**config.mk**
```make
export PLATFORM = sky130hd
export DESIGN_NAME = pl0_ctrl
export DESIGN_NICKNAME = d
export VERILOG_FILES = /design/src/rtl/pl0_pkg.sv /design/src/rtl/pl0_ctrl.sv
export SDC_FILE = /design/constraint.sdc
export NUM_CORES = 1
export LEC_CHECK = 0
export BUFFER_PORTS_ARGS = -buffer_cell sky130_fd_sc_hd__clkbuf_2
export CAP_MARGIN = 20
export CORE_UTILIZATION = 51
export CTS_BUF_LIST = sky130_fd_sc_hd__clkbuf_4
export CTS_CLUSTER_SIZE = 40
export DETAILED_ROUTE_END_ITERATION = 8
export PLACE_DENSITY = 0.81
export SETUP_SLACK_MARGIN = 0.4
export SLEW_MARGIN = 25
export SYNTH_ARGS = -nofsm -noshare
export SYNTH_HDL_FRONTEND = slang
export SYNTH_SLANG_ARGS = --single-unit
```
**constraint.sdc**
```tcl
create_clock -name clk -period 1.8 [get_ports clk]
set_input_delay 0.36 -clock clk [delete_from_list [all_inputs] [get_ports clk]]
set_output_delay 0.36 -clock clk [all_outputs]
set_load 0.005 [all_outputs]
```
**src/rtl/pl0_pkg.sv**
```systemverilog
package pl0_pkg;
  localparam int REG_COUNT = 10;
  localparam int STACK_DEPTH = 128;
  localparam int RA_W = $clog2(REG_COUNT);
  localparam int SA_W = $clog2(STACK_DEPTH);

  localparam logic [4:0] OP_LIT = 5'd1;
  localparam logic [4:0] OP_RET = 5'd2;
  localparam logic [4:0] OP_LOD = 5'd3;
  localparam logic [4:0] OP_STO = 5'd4;
  localparam logic [4:0] OP_CAL = 5'd5;
  localparam logic [4:0] OP_INC = 5'd6;
  localparam logic [4:0] OP_JMP = 5'd7;
  localparam logic [4:0] OP_JPC = 5'd8;
  localparam logic [4:0] OP_WRT = 5'd9;
  localparam logic [4:0] OP_RED = 5'd10;
  localparam logic [4:0] OP_HLT = 5'd11;
  localparam logic [4:0] OP_NEG = 5'd12;
  localparam logic [4:0] OP_ADD = 5'd13;
  localparam logic [4:0] OP_SUB = 5'd14;
  localparam logic [4:0] OP_MUL = 5'd15;
  localparam logic [4:0] OP_DIV = 5'd16;
  localparam logic [4:0] OP_MOD = 5'd17;
  localparam logic [4:0] OP_EQL = 5'd18;
  localparam logic [4:0] OP_NEQ = 5'd19;
  localparam logic [4:0] OP_LSS = 5'd20;
  localparam logic [4:0] OP_LEQ = 5'd21;
  localparam logic [4:0] OP_GTR = 5'd22;
  localparam logic [4:0] OP_GEQ = 5'd23;

  localparam logic [1:0] ERR_NONE = 2'd0;
  localparam logic [1:0] ERR_OVF = 2'd1;
  localparam logic [1:0] ERR_OOB = 2'd2;
  localparam logic [1:0] ERR_DIV0 = 2'd3;

  typedef struct packed {
    logic [4:0] opcode;
    logic [3:0] reg_r;
    logic [3:0] level;
    logic [15:0] operand_m;
    logic signed [31:0] input_value;
  } in_item_t;

  typedef struct packed {
    logic [15:0] next_pc;
    logic write_valid;
    logic signed [31:0] write_value;
    logic halted;
    logic [1:0] error_code;
  } out_item_t;

  // controller -> datapath commands
  typedef struct packed {
    logic load;      // latch instruction, start
    logic rd_rf;     // read RF[sel] into operand
    logic [1:0] rf_sel; // 0 r, 1 l, 2 m
    logic rd_stk;    // issue stack read
    logic [1:0] stk_sel; // 0 chain, 1 fb-1, 2 fb-2, 3 ea
    logic chain_step;  // take stack data as new chain base
    logic cap_a;     // capture stack data in tmp a
    logic div_start;
    logic div_step;
    logic exec;      // commit result
    logic [1:0] cal_wr; // 1..3 write CAL words
    logic fault;     // chain link bad
  } cmd_t;

  typedef struct packed {
    logic [4:0] opcode;
    logic halted;
    logic [3:0] lvl;
    logic link_bad;
    logic div_busy;
  } sts_t;
endpackage

```
**src/rtl/pl0_ctrl.sv**
```systemverilog
module pl0_ctrl (
  input  logic clk,
  input  logic rst_n,
  input  logic in_valid,
  output logic in_ready,
  output logic out_valid,
  input  logic out_ready,
  input  pl0_pkg::sts_t sts,
  output pl0_pkg::cmd_t cmd
);
  import pl0_pkg::*;
  localparam logic [3:0] S_IDLE = 4'd0, S_RDR = 4'd1, S_RDL = 4'd2, S_RDM = 4'd3,
    S_CHAIN = 4'd4, S_CHW = 4'd5, S_RET1 = 4'd6, S_RET2 = 4'd7, S_RET3 = 4'd8,
    S_EA = 4'd9, S_EAW = 4'd10, S_DIV = 4'd11, S_EXEC = 4'd12, S_CAL2 = 4'd13,
    S_CAL3 = 4'd14, S_OUT = 4'd15;
  logic [3:0] st_r, st_nxt;
  logic [3:0] lv_r, lv_nxt;

  always_comb begin
    st_nxt = st_r;
    lv_nxt = lv_r;
    cmd = '0;
    in_ready = st_r == S_IDLE;
    out_valid = st_r == S_OUT;
    case (st_r)
      S_IDLE: if (in_valid) begin
        cmd.load = 1'b1;
        st_nxt = S_RDR;
      end
      S_RDR: begin
        cmd.rd_rf = 1'b1;
        cmd.rf_sel = 2'd0;
        lv_nxt = sts.lvl;
        if (sts.halted) st_nxt = S_EXEC;
        else if (sts.opcode inside {[OP_ADD:OP_GEQ]}) st_nxt = S_RDL;
        else if (sts.opcode == OP_LOD || sts.opcode == OP_STO) st_nxt = S_RDM;
        else if (sts.opcode == OP_CAL) st_nxt = S_CHAIN;
        else if (sts.opcode == OP_RET) st_nxt = S_RET1;
        else st_nxt = S_EXEC;
      end
      S_RDL: begin
        cmd.rd_rf = 1'b1;
        cmd.rf_sel = 2'd1;
        st_nxt = S_RDM;
      end
      S_RDM: begin
        cmd.rd_rf = 1'b1;
        cmd.rf_sel = 2'd2;
        if (sts.opcode == OP_DIV || sts.opcode == OP_MOD) begin
          cmd.div_start = 1'b1;
          st_nxt = S_DIV;
        end else if (sts.opcode inside {[OP_ADD:OP_GEQ]}) st_nxt = S_EXEC;
        else st_nxt = S_CHAIN;
      end
      S_CHAIN: begin
        // walk the static chain one link per pass through S_CHAIN and S_CHW
        if (lv_r == 0) st_nxt = (sts.opcode == OP_CAL) ? S_EXEC : S_EA;
        else begin
          cmd.rd_stk = 1'b1;
          cmd.stk_sel = 2'd0;
          st_nxt = S_CHW;
        end
      end
      S_CHW: begin
        cmd.chain_step = 1'b1;
        if (sts.link_bad) begin
          cmd.fault = 1'b1;
          st_nxt = S_EXEC;
        end else begin
          lv_nxt = lv_r - 4'd1;
          st_nxt = S_CHAIN;
        end
      end
      S_RET1: begin
        cmd.rd_stk = 1'b1;
        cmd.stk_sel = 2'd1;
        st_nxt = S_RET2;
      end
      S_RET2: begin
        cmd.cap_a = 1'b1;
        cmd.rd_stk = 1'b1;
        cmd.stk_sel = 2'd2;
        st_nxt = S_RET3;
      end
      S_RET3: begin
        // hold the return-address read so it is still there at exec
        cmd.rd_stk = 1'b1;
        cmd.stk_sel = 2'd2;
        st_nxt = S_EXEC;
      end
      S_EA: begin
        cmd.rd_stk = 1'b1;
        cmd.stk_sel = 2'd3;
        st_nxt = S_EAW;
      end
      S_EAW: begin
        cmd.rd_stk = 1'b1;
        cmd.stk_sel = 2'd3;
        st_nxt = S_EXEC;
      end
      S_DIV: if (!sts.div_busy) st_nxt = S_EXEC;
      S_EXEC: begin
        cmd.exec = 1'b1;
        cmd.cal_wr = 2'd1;
        st_nxt = (sts.opcode == OP_CAL) ? S_CAL2 : S_OUT;
      end
      S_CAL2: begin
        cmd.cal_wr = 2'd2;
        st_nxt = S_CAL3;
      end
      S_CAL3: begin
        cmd.cal_wr = 2'd3;
        st_nxt = S_OUT;
      end
      S_OUT: if (out_ready) st_nxt = S_IDLE;
      default: st_nxt = S_IDLE;
    endcase
  end

  always_ff @(posedge clk) begin
    if (!rst_n) begin
      st_r <= S_IDLE;
      lv_r <= '0;
    end else begin
      st_r <= st_nxt;
      lv_r <= lv_nxt;
    end
  end

  a_one_phase: assert property (@(posedge clk) disable iff (!rst_n)
    !(in_ready && out_valid)) else $error("input and output both open");
  a_load: assert property (@(posedge clk) disable iff (!rst_n)
    (in_valid && in_ready) |=> st_r == S_RDR) else $error("load lost");
  a_out_hold: assert property (@(posedge clk) disable iff (!rst_n)
    (out_valid && !out_ready) |=> out_valid) else $error("result dropped");
endmodule

```
==> results of run 1 <==
==> what timing repair did <==
item,in CTS
buffers inserted,23
resized for setup,60
setup endpoints to repair,24
pin swaps,21
==> synth_stat cells (all sizes together), types with 2 or more instances <==
cell type / n / area (um^2)
nand3: 2 / 10.01
a21oi: 5 / 25.02
o221ai: 2 / 17.52
or3: 2 / 17.52
dfxtp: 8 / 160.2
buf: 6 / 53.79
and2b: 2 / 15.01
nor3: 5 / 25.02
nand2: 10 / 37.54
o21ai: 18 / 90.09
o31a: 3 / 28.78
nand2b: 11 / 68.82
nor2b: 3 / 18.77
and3: 4 / 25.02
a31oi: 2 / 12.51
a311oi: 2 / 17.52
clkbuf: 2 / 7.510
a211oi: 4 / 35.03
nor2: 17 / 63.81
inv: 8 / 30.03
a22oi: 2 / 15.01
or2: 4 / 27.53
==> stage by stage <==
step           area [um^2]  utilization, %  setup slack (ns)  TNS [ns]  cells
2_1_floorplan        980.9               -            0.2393         0    139
3_3_place_gp          1147           65.73            0.1421         0    193
3_5_place_dp          1147           65.73           0.09778         0    193
4_1_cts               1563           89.53          -0.04625  -0.04625    219
==> cells by family after synthesis <==
family          share of synthesized area (%)
xor+xnor                               0.9140
other cells                            0.3913
flops                                   16.71
mux                                     1.044
buf+inv                                 9.529
compound gates                          33.68
simple gates                            36.42
fa+ha+maj                               1.305
==> results.cfg, run 1 <==
[global_route]
grt_max_degree = 11

[logic_synthesis]
ys_seq_elements = 8
synth-seq-area-share_pct = 16.71
synth-main-ff-cell = dfxtp_1
synth_edf_count = 0
avgSynthCellArea_um2 = 6.895
synth_cell_types = 45
ys_async_sr_fraction_pct = 0
synth_area_um2 = 958.4
synthCells = 139
synth.net_count = 156
synth-warning-count = 0

[outcome]
status = did not finish
stop_stage = 5_1_grt
error_line = [ERROR DPL-0038] Utilization greater than 100%, impossible to legalize

[placement]
port-buffer-count = 31
gp_congestion = 0.8173
dp_hpwl_mm = 2.170

[clocking]
clkSinkCount = 8
cts_root_buffer = clkbuf_4
hold_buffers = 0
htree_levels = 1
cts_buffer_depth = 2
cts_buffers = 3

[sta]
worst_path_end_type = primary output
postGrtWorstEndpoint = cmd[10]

[die]
io_pins = 33
initial_utilization_pct = 54.91
placementRows = 15
die_width_um = 45.35
dieHeight_um = 45.35
==> run 2, diff against run 1 <==
Settings changed: CORE_AREA set to 2 2 63 65, CORE_UTILIZATION 51 to not set, CTS_BUF_LIST sky130_fd_sc_hd__clkbuf_4 to not set, CTS_CLUSTER_SIZE 40 to not set, DIE_AREA set to 0 0 65 67, PLACE_DENSITY 0.81 to not set, PLACE_DENSITY_LB_ADDON set to 0.15, SETUP_SLACK_MARGIN 0.4 to not set.
==> results.cfg, run 2 <==
[outcome]
status = finished, final reports clean

[power]
vdd.ir_drop.worst_uv = 401.9
p_per_area_mw_per_mm2 = 1520
leakage_nw = 0.5770

[detailed_routing]
wl_per_cell_um = 12.41
viasPerCell = 5.031
via_count = 1137
finalWirelength_mm = 2.804
firstDrtPassIters = 4
drt_iter0_drc = 28
drc_errors = 0
drtAntennaViolNets = 0

[global_route]
overflow = 0
grt_pass1_vias = 1039
grt_util_all_layers_pct = 13.47
grt_pass1_wl_mm = 4.636
grt_max_degree = 14
antenna_found_initial = 0

[logic_synthesis]
synth_area_um2 = 958.4
synth.net_count = 156
synth-warning-count = 0
synthTopCellsByArea = dfxtp_1, o21ai_0, nand2b_1
synth_edf_count = 0
ys_seq_elements = 8
synth_top_area_share_pct = 16.71
synthCells = 139
synth-seq-area-share_pct = 16.71
ys_async_sr_fraction_pct = 0
yosys.area.top_type = dfxtp_1
synth_common_cells = o21ai_0, nor2_1, nand2b_1
synth_most_common_cell = o21ai_0
synth_cell_types = 45
synth-main-ff-cell = dfxtp_1
avgSynthCellArea_um2 = 6.895

[worst_setup_path]
reg2reg_depth = 8
end_kind = primary output
cp_cell_sequence = inv_2 -> ha_4 -> nand2b_4 -> or2_4 -> a21oi_2 -> o221ai_1 -> buf_2
r2r_slack_ns = 0.05
max_stage_delay_ns = 0.33
start_kind = register
slowest_stage = dfxtp_2
path_class = register to primary output
worst-endpoint-arrival_ns = 1.40
regToRegEndpoint = st_r[0]$_SDFFE_PN0P_
r2r-start = lv_r[0]$_SDFFE_PN0P_
path_max_fanout = 3
required_ns = 1.44

[clocking]
cts_buffer_depth = 2
clock_latency_ns = 0.23
cts_tree = done
htree_levels = 1
clkTransAtPathRegs_ns = 0.04
clkSinkCount = 8
cts_root_buffer = clkbuf_8
cts_buffers = 3

[layout]
antenna_cells = 0
layout-drive-gt1-share_pct = 38.76
syn2layout_area_growth_pct = 34.86
fin_util_pct = 35.84
layout_common_cells = clkbuf_2, o21ai_0, nor2_1
reg.largest.list = lv_r (4), st_r (4)
nets = 197
mostFrequentLayoutCell = clkbuf_2

[die]
io_pins = 33
die_width_um = 65
dieArea_mm2 = 0.004355
dieHeight_um = 67
initial_utilization_pct = 26.58
placementRows = 22
core_area_mm2 = 0.003606

[sta]
fmax_ghz = 0.5695
worst_slack_ns = 0.04415
slew_viol_final = 0
rsz0062_at_grt = yes
holdWs_ns = 0.4155
period_minus_slack_ns = 1.756
setup_viol = 0
finalHoldViolations = 0
skew_ns = 0.0005314
finalCritPeriodShare_pct = 97.55

[flow_run]
cap_violations = 0

[placement]
dp_hpwl_mm = 2.264
port-buffer-count = 31
pre_cts_ws_ns = 0.05911
gp_congestion = 0.7850

[min_path]
hold_start = rst_n
min_path_type = input pin to register
hold_end = st_r[3]$_SDFFE_PN0P_
hold_depth = 2
==> run 2: timing repair <==
| item | in CTS | in global routing |
|---|---|---|
| setup endpoints to repair | 3 | 11 |
| resized for setup | 10 | 6 |
| buffers inserted | 2 | 0 |
| cloned | 0 | 0 |
| hold buffers | 0 | 0 |
| pin swaps | 4 | 1 |
==> run 2: worst max-delay path by stage <==
stage,start,endpoint,slack (ns),cells past startpoint
after floorplan,lv_r[0]$_SDFFE_PN0P_,st_r[0]$_SDFFE_PN0P_,0.21,7
after global placement,lv_r[0]$_SDFFE_PN0P_,st_r[0]$_SDFFE_PN0P_,0.08,7
after detailed placement,lv_r[0]$_SDFFE_PN0P_,st_r[0]$_SDFFE_PN0P_,0.06,7
after CTS,st_r[1]$_SDFFE_PN0P_,cmd[9],0.007,4
after global routing,lv_r[1]$_SDFFE_PN0P_,cmd[10],-0.03,7
final,lv_r[0]$_SDFFE_PN0P_,cmd[10],0.04,7
==> run 2: stage by stage <==
stage,instances,TNS [ns],power [mW],cell area (um^2)
4_1_cts,226,0,1.913,1279
3_5_place_dp,221,0,1.597,1195
3_3_place_gp,221,0,1.602,1195
5_1_grt,226,-0.03598,2.155,1292
2_1_floorplan,139,0,1.201,958.4
6_report,226,0,1.964,1292
==> run 2: routing by layer <==
layer	GRT usage, %	up-vias	wire length [um]
met1	17.78	528	1340
met4	5.585	0	14
met2	21.52	28	1330
met5	0	-	0
met3	2.365	2	118
li1	-	579	-
==> run 2: logic make-up (layout without fill, tap and decap cells) <==
logic type / count (synthesis) / after routing / synth area share (%)
simple gates: 65 / 65 / 36.42
fa+ha+maj: 1 / 1 / 1.305
compound gates: 46 / 46 / 33.68
buf+inv: 16 / 55 / 9.529
mux: 1 / 1 / 1.044
other cells: 1 / 1 / 0.3913
flops: 8 / 8 / 16.71
xor+xnor: 1 / 1 / 0.9140
==> run 2: critical path: cells and delay by family, from the launching register on <==
family,cells,cell delay (ns)
AOI/OAI and AO/OA,2,0.21
adders and majority gates,1,0.14
buffers and inverters,2,0.21
DFF,1,0.33
and+or+nand+nor,2,0.28
==> run 2: layout make-up <==
| type | instances | area [um^2] |
|---|---|---|
| fill | 395 | 2313 |
| multi-input combinational | 115 | 742.0 |
| sequential | 8 | 166.4 |
| inverter | 8 | 30.03 |
| timing repair buffer | 44 | 252.7 |
| tap | 48 | 60.06 |
| clock buffer | 3 | 41.29 |
==> run 2: power breakdown <==
group / switching, mW / internal (mW)
clock: 0.0744 / 0.145
combinational: 0.694 / 0.643
sequential: 0.147 / 0.262
Power figures use the tool's default switching activity.
